## config.mk

```make
export PLATFORM = sky130hd
export DESIGN_NAME = png_chunk_walker
export DESIGN_NICKNAME = d
export VERILOG_FILES = /design/src/sv/pcw_pkg.sv /design/src/sv/pcw_in_stage.sv /design/src/sv/pcw_walker.sv /design/src/sv/pcw_out_stage.sv /design/src/sv/png_chunk_walker.sv
export SDC_FILE = /design/constraint.sdc
export NUM_CORES = 1
export LEC_CHECK = 0
export ABC_AREA = 1
export BUFFER_PORTS_ARGS = -buffer_cell sky130_fd_sc_hd__buf_2
export CAP_MARGIN = 20
export CELL_PAD_IN_SITES_DETAIL_PLACEMENT = 0
export CELL_PAD_IN_SITES_GLOBAL_PLACEMENT = 1
export CORE_AREA = 2 2 216 218
export CTS_CLUSTER_DIAMETER = 40
export DETAILED_ROUTE_END_ITERATION = 10
export DIE_AREA = 0 0 218 220
export HOLD_SLACK_MARGIN = 0.05
export PLACE_DENSITY = 0.93
export SLEW_MARGIN = 20
export SYNTH_ARGS = -nofsm -noshare
export SYNTH_HDL_FRONTEND = slang
export SYNTH_SLANG_ARGS = --single-unit
```

## constraint.sdc

```tcl
create_clock -name i_clk -period 6.2 [get_ports i_clk]
set_input_delay 0.93 -clock i_clk [delete_from_list [all_inputs] [get_ports i_clk]]
set_output_delay 0.93 -clock i_clk [all_outputs]
set_load 0.01 [all_outputs]
```

## src/sv/pcw_pkg.sv

```systemverilog
// pcw_pkg: shared types, codes and constants for the png chunk walker
// depends on nothing; used by every module of the block
`timescale 1ns / 1ps

package pcw_pkg;

    // default width of the running byte offset
    localparam int OFFSET_BITS_DEF = 40;
    // width of the reported offsets
    localparam int OUT_OFS_BITS    = 40;
    // signature length in bytes
    localparam int SIG_LEN         = 8;
    // required IHDR data length
    localparam logic [31:0] IHDR_LEN  = 32'd13;
    // chunk type words, big-endian ascii
    localparam logic [31:0] TYPE_IHDR = 32'h4948_4452;
    localparam logic [31:0] TYPE_IEND = 32'h4945_4E44;

    // item kind codes
    localparam logic KIND_BYTE = 1'b0;
    localparam logic KIND_EOF  = 1'b1;

    // parse phase
    typedef enum logic [2:0] {
        PH_SIG  = 3'd0,
        PH_LEN  = 3'd1,
        PH_TYPE = 3'd2,
        PH_DATA = 3'd3,
        PH_CRC  = 3'd4,
        PH_DONE = 3'd5
    } t_phase;

    // outcome codes
    typedef enum logic [2:0] {
        OC_IEND         = 3'd0,
        OC_EOF          = 3'd1,
        OC_BAD_IHDR_LEN = 3'd2,
        OC_BAD_DIMS     = 3'd3,
        OC_LEN_TOO_BIG  = 3'd4,
        OC_EOF_TYPE     = 3'd5,
        OC_EOF_DATA     = 3'd6,
        OC_EOF_CRC      = 3'd7
    } t_outcome;

    // one input word
    typedef struct packed {
        logic       kind;
        logic [7:0] data_byte;
    } t_item;

    // one result word, first field in the highest bits when packed in tdata
    typedef struct packed {
        logic [OUT_OFS_BITS-1:0] overlay_length;
        logic [OUT_OFS_BITS-1:0] overlay_offset;
        logic                    overlay_present;
        logic                    detected;
        t_outcome                outcome;
    } t_result;

endpackage

```

## src/sv/pcw_in_stage.sv

```systemverilog
// pcw_in_stage: input register for one word of the byte stream
// depends on pcw_pkg
`timescale 1ns / 1ps

module pcw_in_stage (
    input  logic          i_clk,
    input  logic          i_rst_n,
    input  logic          i_valid,
    output logic          o_ready,
    input  pcw_pkg::t_item i_item,
    output logic          o_valid,
    output pcw_pkg::t_item o_item,
    input  logic          i_take
);

    logic           r_valid;
    pcw_pkg::t_item r_item;

    // refill whenever empty or the held word is consumed this cycle
    assign o_ready = !r_valid || i_take;

    // occupancy flag
    always_ff @(posedge i_clk) begin
        if (!i_rst_n) begin
            r_valid <= 1'b0;
        end else if (o_ready) begin
            r_valid <= i_valid;
        end
    end

    // payload
    always_ff @(posedge i_clk) begin
        if (o_ready && i_valid) begin
            r_item <= i_item;
        end
    end

    assign o_valid = r_valid;
    assign o_item  = r_item;

endmodule

```

## src/sv/pcw_walker.sv

```systemverilog
// pcw_walker: chunk delimiting state and end-of-file result logic
// depends on pcw_pkg
`timescale 1ns / 1ps

module pcw_walker #(
    parameter int OFFSET_BITS = pcw_pkg::OFFSET_BITS_DEF
) (
    input  logic             i_clk,
    input  logic             i_rst_n,
    input  logic             i_take,
    input  pcw_pkg::t_item   i_item,
    input  logic             i_flag,
    output logic             o_res_load,
    output pcw_pkg::t_result o_result
);

    localparam logic [OFFSET_BITS-1:0] SIG_OFS = OFFSET_BITS'(pcw_pkg::SIG_LEN);

    pcw_pkg::t_phase   r_phase,  n_phase;
    logic [2:0]        r_fcnt,   n_fcnt;
    logic [31:0]       r_len,    n_len;
    logic [30:0]       r_left,   n_left;
    logic [31:0]       r_type,   n_type;
    logic [63:0]       r_dims,   n_dims;
    logic [OFFSET_BITS-1:0] r_ofs, n_ofs;
    pcw_pkg::t_outcome r_stop_oc, n_stop_oc;
    logic [OFFSET_BITS-1:0] r_stop_ofs, n_stop_ofs;

    logic [7:0]        b;
    logic [31:0]       sh_len;
    logic [31:0]       sh_type;
    logic [30:0]       consumed;
    logic [30:0]       left_dec;
    logic [OFFSET_BITS-1:0] ofs_inc;
    logic [OFFSET_BITS:0]   ofs_diff;
    pcw_pkg::t_outcome code;
    logic              det;
    logic              present;

    assign b        = i_item.data_byte;
    assign sh_len   = {r_len[23:0], b};
    assign sh_type  = {r_type[23:0], b};
    assign consumed = r_len[30:0] - r_left;
    assign left_dec = r_left - 31'd1;
    // saturating offset count
    assign ofs_inc  = (r_ofs != {OFFSET_BITS{1'b1}}) ? r_ofs + 1'b1 : r_ofs;

    // end of chunk data: IHDR sanity, else on to the crc
    function automatic logic [3:0] data_end(input logic [31:0] typ, input logic [31:0] len,
                                           input logic [63:0] dims);
        logic [31:0] w;
        logic [31:0] h;
        logic [3:0]  res;
        w   = dims[63:32];
        h   = dims[31:0];
        res = {1'b0, pcw_pkg::OC_IEND};
        if (typ == pcw_pkg::TYPE_IHDR) begin
            if (len != pcw_pkg::IHDR_LEN) begin
                res = {1'b1, pcw_pkg::OC_BAD_IHDR_LEN};
            end else if (w == 32'd0 || h == 32'd0 || w[31] || h[31]) begin
                res = {1'b1, pcw_pkg::OC_BAD_DIMS};
            end
        end
        return res;
    endfunction

    // next state for one file byte, or a clear after end of file
    always_comb begin
        logic [3:0] de;
        n_phase    = r_phase;
        n_fcnt     = r_fcnt;
        n_len      = r_len;
        n_left     = r_left;
        n_type     = r_type;
        n_dims     = r_dims;
        n_ofs      = r_ofs;
        n_stop_oc  = r_stop_oc;
        n_stop_ofs = r_stop_ofs;
        de         = 4'd0;
        if (i_take && i_item.kind == pcw_pkg::KIND_EOF) begin
            n_phase    = pcw_pkg::PH_SIG;
            n_fcnt     = 3'd0;
            n_len      = 32'd0;
            n_left     = 31'd0;
            n_type     = 32'd0;
            n_dims     = 64'd0;
            n_ofs      = '0;
            n_stop_oc  = pcw_pkg::OC_EOF;
            n_stop_ofs = SIG_OFS;
        end else if (i_take) begin
            n_ofs = ofs_inc;
            case (r_phase)
                pcw_pkg::PH_SIG: begin
                    n_fcnt = r_fcnt + 3'd1;
                    if (r_fcnt == 3'd7) begin
                        n_phase = pcw_pkg::PH_LEN;
                        n_fcnt  = 3'd0;
                        n_len   = 32'd0;
                    end
                end
                pcw_pkg::PH_LEN: begin
                    n_len  = sh_len;
                    n_fcnt = r_fcnt + 3'd1;
                    if (r_fcnt == 3'd3) begin
                        n_stop_ofs = ofs_inc;
                        n_fcnt     = 3'd0;
                        if (sh_len[31]) begin
                            n_stop_oc = pcw_pkg::OC_LEN_TOO_BIG;
                            n_phase   = pcw_pkg::PH_DONE;
                        end else begin
                            n_left  = sh_len[30:0];
                            n_type  = 32'd0;
                            n_phase = pcw_pkg::PH_TYPE;
                        end
                    end
                end
                pcw_pkg::PH_TYPE: begin
                    n_type = sh_type;
                    n_fcnt = r_fcnt + 3'd1;
                    if (r_fcnt == 3'd3) begin
                        n_stop_ofs = ofs_inc;
                        n_fcnt     = 3'd0;
                        n_dims     = 64'd0;
                        if (r_len == 32'd0) begin
                            de = data_end(sh_type, r_len, r_dims);
                            if (de[3]) begin
                                n_stop_oc = pcw_pkg::t_outcome'(de[2:0]);
                                n_phase   = pcw_pkg::PH_DONE;
                            end else begin
                                n_phase = pcw_pkg::PH_CRC;
                            end
                        end else begin
                            n_phase = pcw_pkg::PH_DATA;
                        end
                    end
                end
                pcw_pkg::PH_DATA: begin
                    // the first eight data bytes feed the dimension word
                    if (consumed[30:3] == 28'd0) begin
                        n_dims = {r_dims[55:0], b};
                    end
                    n_left = left_dec;
                    if (left_dec == 31'd0) begin
                        n_stop_ofs = ofs_inc;
                        de = data_end(r_type, r_len, r_dims);
                        if (de[3]) begin
                            n_stop_oc = pcw_pkg::t_outcome'(de[2:0]);
                            n_phase   = pcw_pkg::PH_DONE;
                        end else begin
                            n_phase = pcw_pkg::PH_CRC;
                            n_fcnt  = 3'd0;
                        end
                    end
                end
                pcw_pkg::PH_CRC: begin
                    n_fcnt = r_fcnt + 3'd1;
                    if (r_fcnt == 3'd3) begin
                        n_stop_ofs = ofs_inc;
                        n_fcnt     = 3'd0;
                        if (r_type == pcw_pkg::TYPE_IEND) begin
                            n_stop_oc = pcw_pkg::OC_IEND;
                            n_phase   = pcw_pkg::PH_DONE;
                        end else begin
                            n_phase = pcw_pkg::PH_LEN;
                            n_len   = 32'd0;
                        end
                    end
                end
                default: begin
                end
            endcase
        end
    end

    // walker state
    always_ff @(posedge i_clk) begin
        if (!i_rst_n) begin
            r_phase    <= pcw_pkg::PH_SIG;
            r_fcnt     <= 3'd0;
            r_len      <= 32'd0;
            r_left     <= 31'd0;
            r_type     <= 32'd0;
            r_dims     <= 64'd0;
            r_ofs      <= '0;
            r_stop_oc  <= pcw_pkg::OC_EOF;
            r_stop_ofs <= SIG_OFS;
        end else begin
            r_phase    <= n_phase;
            r_fcnt     <= n_fcnt;
            r_len      <= n_len;
            r_left     <= n_left;
            r_type     <= n_type;
            r_dims     <= n_dims;
            r_ofs      <= n_ofs;
            r_stop_oc  <= n_stop_oc;
            r_stop_ofs <= n_stop_ofs;
        end
    end

    // end-of-file outcome from the current phase
    always_comb begin
        case (r_phase)
            pcw_pkg::PH_TYPE: code = pcw_pkg::OC_EOF_TYPE;
            pcw_pkg::PH_DATA: code = pcw_pkg::OC_EOF_DATA;
            pcw_pkg::PH_CRC:  code = pcw_pkg::OC_EOF_CRC;
            pcw_pkg::PH_DONE: code = r_stop_oc;
            default:          code = pcw_pkg::OC_EOF;
        endcase
    end

    // overlay: bytes beyond the stop offset, suppressed by a detection
    assign ofs_diff = {1'b0, r_ofs} - {1'b0, r_stop_ofs};
    assign det      = (code >= pcw_pkg::OC_LEN_TOO_BIG) && i_flag;
    assign present  = !det && !ofs_diff[OFFSET_BITS] && (ofs_diff[OFFSET_BITS-1:0] != '0);

    assign o_res_load               = i_take && (i_item.kind == pcw_pkg::KIND_EOF);
    assign o_result.outcome         = code;
    assign o_result.detected        = det;
    assign o_result.overlay_present = present;
    assign o_result.overlay_offset  = pcw_pkg::OUT_OFS_BITS'(r_stop_ofs);
    assign o_result.overlay_length  = present ?
        pcw_pkg::OUT_OFS_BITS'(ofs_diff[OFFSET_BITS-1:0]) : '0;

    // an end-of-file word always leaves the walker at its start
    a_eof_clears: assert property (@(posedge i_clk) disable iff (!i_rst_n)
        o_res_load |=> (r_phase == pcw_pkg::PH_SIG && r_ofs == '0))
        else $error("walker not cleared after end of file");

    // once past the signature the stop offset never runs ahead of the byte count
    a_stop_behind: assert property (@(posedge i_clk) disable iff (!i_rst_n)
        (r_phase != pcw_pkg::PH_SIG) |-> (r_stop_ofs <= r_ofs))
        else $error("stop offset beyond byte offset");

    // the data phase is only entered with data still to come
    a_data_left: assert property (@(posedge i_clk) disable iff (!i_rst_n)
        (r_phase == pcw_pkg::PH_DATA) |-> (r_left != 31'd0))
        else $error("data phase with no data left");

endmodule

```

## src/sv/pcw_out_stage.sv

```systemverilog
// pcw_out_stage: result register towards the master side
// depends on pcw_pkg
`timescale 1ns / 1ps

module pcw_out_stage (
    input  logic             i_clk,
    input  logic             i_rst_n,
    input  logic             i_load,
    input  pcw_pkg::t_result i_result,
    output logic             o_can_load,
    output logic             o_valid,
    input  logic             i_ready,
    output pcw_pkg::t_result o_result
);

    logic             r_valid;
    pcw_pkg::t_result r_result;

    // free when empty or the held word leaves this cycle
    assign o_can_load = !r_valid || i_ready;

    // occupancy flag
    always_ff @(posedge i_clk) begin
        if (!i_rst_n) begin
            r_valid <= 1'b0;
        end else if (o_can_load) begin
            r_valid <= i_load;
        end
    end

    // payload
    always_ff @(posedge i_clk) begin
        if (o_can_load && i_load) begin
            r_result <= i_result;
        end
    end

    assign o_valid  = r_valid;
    assign o_result = r_result;

endmodule

```

## src/sv/png_chunk_walker.sv

```systemverilog
// png_chunk_walker: top level, input register, walker, result register, config register
// depends on pcw_pkg, pcw_in_stage, pcw_walker, pcw_out_stage
//
//  channel   direction  handshake                     payload
//  s_axis    in         s_axis_tvalid/s_axis_tready   tdata: data_byte; tuser: kind
//  m_axis    out        m_axis_tvalid/m_axis_tready   tdata: outcome..overlay_length
//  cfg       in         i_cfg_valid/o_cfg_ready       i_cfg_data: flag_broken_media
//
// one word per cycle sustained while the result register has room; each byte costs one
// offset increment and compare in the walker, end of file one offset subtract into the
// result register, which raises m_axis_tvalid when loaded
// a stalled result holds the next end-of-file word in the input register, and the input
// with it; bytes ahead of that word are never held up
// synchronous active-low reset; config writes are always accepted
`timescale 1ns / 1ps

module png_chunk_walker #(
    parameter int OFFSET_BITS = pcw_pkg::OFFSET_BITS_DEF
) (
    input  logic        i_clk,
    input  logic        i_rst_n,
    input  logic        s_axis_tvalid,
    output logic        s_axis_tready,
    input  logic [7:0]  s_axis_tdata,   // [7:0] data_byte
    input  logic        s_axis_tuser,   // [0] kind
    output logic        m_axis_tvalid,
    input  logic        m_axis_tready,
    output logic [87:0] m_axis_tdata,   // [2:0] outcome, [3] detected, [4] overlay_present,
                                        // [44:5] overlay_offset, [84:45] overlay_length
    input  logic        i_cfg_valid,
    output logic        o_cfg_ready,
    input  logic        i_cfg_data      // flag_broken_media
);

    pcw_pkg::t_item   s_item;
    pcw_pkg::t_item   held_item;
    pcw_pkg::t_result walk_result;
    pcw_pkg::t_result out_result;
    logic             held_valid;
    logic             take;
    logic             res_load;
    logic             out_free;
    logic             r_flag;

    // configuration register
    assign o_cfg_ready = 1'b1;
    always_ff @(posedge i_clk) begin
        if (!i_rst_n) begin
            r_flag <= 1'b0;
        end else if (i_cfg_valid && o_cfg_ready) begin
            r_flag <= i_cfg_data;
        end
    end

    assign s_item.kind      = s_axis_tuser;
    assign s_item.data_byte = s_axis_tdata;

    pcw_in_stage u_in (
        .i_clk   (i_clk),
        .i_rst_n (i_rst_n),
        .i_valid (s_axis_tvalid),
        .o_ready (s_axis_tready),
        .i_item  (s_item),
        .o_valid (held_valid),
        .o_item  (held_item),
        .i_take  (take)
    );

    // bytes always advance, end of file waits for room in the result register
    assign take = held_valid && (held_item.kind == pcw_pkg::KIND_BYTE || out_free);

    pcw_walker #(
        .OFFSET_BITS (OFFSET_BITS)
    ) u_walker (
        .i_clk      (i_clk),
        .i_rst_n    (i_rst_n),
        .i_take     (take),
        .i_item     (held_item),
        .i_flag     (r_flag),
        .o_res_load (res_load),
        .o_result   (walk_result)
    );

    pcw_out_stage u_out (
        .i_clk      (i_clk),
        .i_rst_n    (i_rst_n),
        .i_load     (res_load),
        .i_result   (walk_result),
        .o_can_load (out_free),
        .o_valid    (m_axis_tvalid),
        .i_ready    (m_axis_tready),
        .o_result   (out_result)
    );

    assign m_axis_tdata = {3'b000, out_result};

endmodule

```

==> results by group <==
Worst setup path
  – Arr. time, crit path: 4740 ps
  – R2R Path End: u_walker.r_dims[29]
  – CP Launch Type: flop
  – Crit-path cells: inv_1, ha_1, nand2_1, inv_1, a21oi_1, nand2_1, a21oi_1, nand2_1, nand2_1, nand2_1, nor2_1, nand2_1, nor2_1, nand3_1, nand2_2, buf_4, nand3_1, nand2_1, nor2_1
  – Crit path max-delay family: simple AND/OR/NAND/NOR gates
  – End point of the critical path: u_walker.r_dims[29]
  – Crit path required time: 6700 ps
  – Top cell by count, worst path: nand2_1
  – Worst path bufs/invs: 3
  – Worst reg2reg startpoint: u_walker.r_left[14]
  – Slowest CP cell: nand2_2
  – Worst Path Max Fanout: 60
  – Critical path depth in cells: 19
  – Crit-path max cell delay: 690 ps
  – Critical path class: reg2reg
  – CP endpoint kind: flop
  – R2R Setup Slk: 1960 ps
  – Worst Setup SP: u_walker.r_left[14]
  – Register-to-Register Path Depth: 19

Routing
  – Routed vias/inst: 5.32
  – First-pass DRT Iterations: 6
  – Drc violations: 0
  – Detailed Route WL: 68200 um
  – Initial DRC Count: 1558
  – Antenna Nets Post-Route: 0
  – Vias: 21400
  – Wire per inst: 17.0 um

Clock tree
  – CTS resizes: 0
  – CTS sink count: 345
  – Hold-fix buffers, CTS: 0
  – Post-CTS Setup Inserts: 0
  – Htree depth: 2
  – Clk root buf: clkbuf_16
  – Clock Pin Slew Worst Setup and Hold Paths: 60 ps
  – Cts bufs inserted: 56
  – Maximum clock path buffer count: 3
  – TritonCTS clock tree: done
  – Clk_lat worst skew: 620 ps

Synth
  – Synth area leaders: dfxtp_1, nand2_1, edfxtp_1
  – Yosys cell types: 48
  – Post-synthesis sequential area ratio: 36.1%
  – Synth Flop Type: dfxtp_1
  – Mapped Area: 21700 um^2
  – Syn Inst Count: 3313
  – Asr flop ratio synth: 0%
  – Cell taking the most area after synthesis: dfxtp_1
  – Synth Area per Inst: 6.56 um^2
  – Synth Register Bits: 345
  – EDFF count, synth: 94
  – Share of the synthesized area in the top cell type: 23.1%
  – Yosys warning count: 0

Final layout
  – Multi-input gate area: 11400 um^2
  – Most common cell after layout, fill and taps aside: nand2_1
  – Share of cells above drive strength 1: 7.29%
  – Diodes inserted: 0
  – NumNets Final: 3462
  – Area occupied by registers: 7850 um^2
  – Area added between synthesis and finish: 12.9%
  – Commonest non-fill, non-tap cells in the layout: nand2_1, inv_1, nor2_1
  – # fillers: 4647

Floorplanning
  – Rows: 79
  – Die Wd: 218 um
  – Die height: 220 um
  – I/O Pins: 106
  – Die area: 48000 um^2
  – Core Area: 45900 um^2
  – Initial core utilization: 47.4%

Hold path
  – Worst min path class: reg2reg

Power
  – Peak supply drop: 0.201 mV
  – Power per cell area: 263 nW/um^2
  – Static Leak: 11.4 nW

Global routing
  – First-pass GRT wire length: 108000 um
  – Pin count of the biggest net entering global routing: 114
  – Global route total overflow: 0
  – All-Layer GR Usage: 28.3%
  – Vias in the first global route: 20500
  – Antenna violations before repair: 0

Timing
  – Total negative slack: 0 ps
  – RSZ-0062 raised after global routing: false
  – Final setup vio count: 0
  – Fin crit period: 4240 ps
  – Max Clock Skew: 15.2 ps
  – Final worst path period share: 68.4%
  – Worst-Margin Slew: 1100 ps
  – Fmax: 0.236 GHz
  – Hold WS: 430 ps
  – Final Hold Viols: 0
  – Rel. slew slack: 26.9%
  – Final Max Slew Viols: 0

Job
  – Max-cap viol count: 0

Place
  – IO buf count: 101
  – Global placer's final weighted congestion: 1.05
  – Detailed Place HPWL: 51600 um

Status
  – Status: completed
worst register-to-register path: stages, from the launching register on:
cell	delay, ps
dfxtp_1	430
inv_1	110
ha_1	380
nand2_1	170
inv_1	50
a21oi_1	260
nand2_1	140
a21oi_1	210
nand2_1	80
nand2_1	50
nand2_1	50
nor2_1	100
nand2_1	70
nor2_1	120
nand3_1	260
nand2_2	690
buf_4	600
nand3_1	190
nand2_1	110
nor2_1	50
how the worst min path moves through the flow:
stage | startpoint | endpoint | slack, ps | cells past startpoint
finish | u_walker.r_stop_ofs[36] | u_out.o_result[41] | 430 | 0
global route | u_walker.r_stop_ofs[30] | u_out.o_result[35] | 440 | 0
CTS | u_walker.r_stop_ofs[30] | u_out.o_result[35] | 430 | 0
detailed placement | u_walker.r_stop_ofs[30] | u_out.o_result[35] | 420 | 0
global placement | u_walker.r_stop_ofs[30] | u_out.o_result[35] | 410 | 0
floorplan | u_walker.r_stop_ofs[5] | u_out.o_result[10] | 410 | 0
cell usage after synthesis, types with 3 or more instances:
cell,n
nor2b_1,7
nand3b_1,7
inv_1,521
nor2_4,3
o21bai_1,11
buf_1,13
nor3_1,46
buf_2,15
o211ai_1,11
edfxtp_1,94
a211oi_1,42
inv_2,4
nand3_1,179
buf_6,3
o22ai_1,34
nand2_2,4
o21ai_0,110
or2_2,5
ha_1,76
xor2_1,60
nor2_1,495
clkbuf_1,73
nor4_1,32
a21boi_0,3
nor2_2,4
buf_4,16
a21oi_1,251
dfxtp_1,251
xnor2_1,21
nand4_1,80
nand2_1,820
power by group:
part / total (mW) / leakage [nW] / switching [mW] / internal (mW)
registers: 2.43 / 2.91 / 0.0430 / 2.39
logic: 0.839 / 7.60 / 0.585 / 0.254
clock network: 3.19 / 0.939 / 1.24 / 1.95
total: 6.45 / 11.4 / 1.87 / 4.59
layout make-up:
cell class                      instances  area share (%)
Tap cell                              607            3.10
Timing Repair Buffer                  117            2.58
Multi-Input combinational cell       2325            46.4
Inverter                              525            8.06
Clock buffer                           62            5.93
Sequential cell                       345            32.0
Clock inverter                         41            1.92
routing by layer:
layer,vias up,routed length (um),GRT usage [%]
li1,10800,-,-
met1,9788,28700,33.9
met2,687,32900,50.0
met3,173,3390,3.88
met4,0,3270,13.7
met5,-,0,0
cells by family (layout without fill, tap and decap cells):
family,after synthesis,count (layout),share of synthesized area (%)
simple gates,1689,1689,32.4
buf+inv,645,745,11.6
compound gates,474,474,12.0
flops,345,345,36.1
xor+xnor,81,81,3.27
fa+ha+maj,77,77,4.47
other cells,2,4,0.0346
through the flow:
step / area [um^2] / instances / setup WS (ps) / util, % / total power, mW
after floorplan: 21700 / 3315 / 2760 / - / 3.06
after global placement: 22600 / 3918 / 1980 / 49.2 / 3.28
after detailed placement: 22600 / 3919 / 2020 / 49.3 / 3.30
after CTS: 24500 / 4022 / 1990 / 53.5 / 6.48
after global routing: 24500 / 4022 / 1470 / 53.5 / 6.72
final: 24500 / 4022 / 1960 / 53.5 / 6.45
sequential cells by signal, indices dropped and copies added, names as in the netlist:
signal               cells
u_walker.r_len          32
u_walker.r_fcnt          3
u_walker.r_dims         64
u_out.o_valid            1
u_in.o_valid             1
u_walker.r_stop_ofs     40
u_walker.r_left         31
u_walker.r_stop_oc       3
u_in.o_item              9
u_walker.r_ofs          40
u_walker.r_type         32
r_flag                   1
u_out.o_result          85
u_walker.r_phase         3
(Power assumes the default switching activity.)
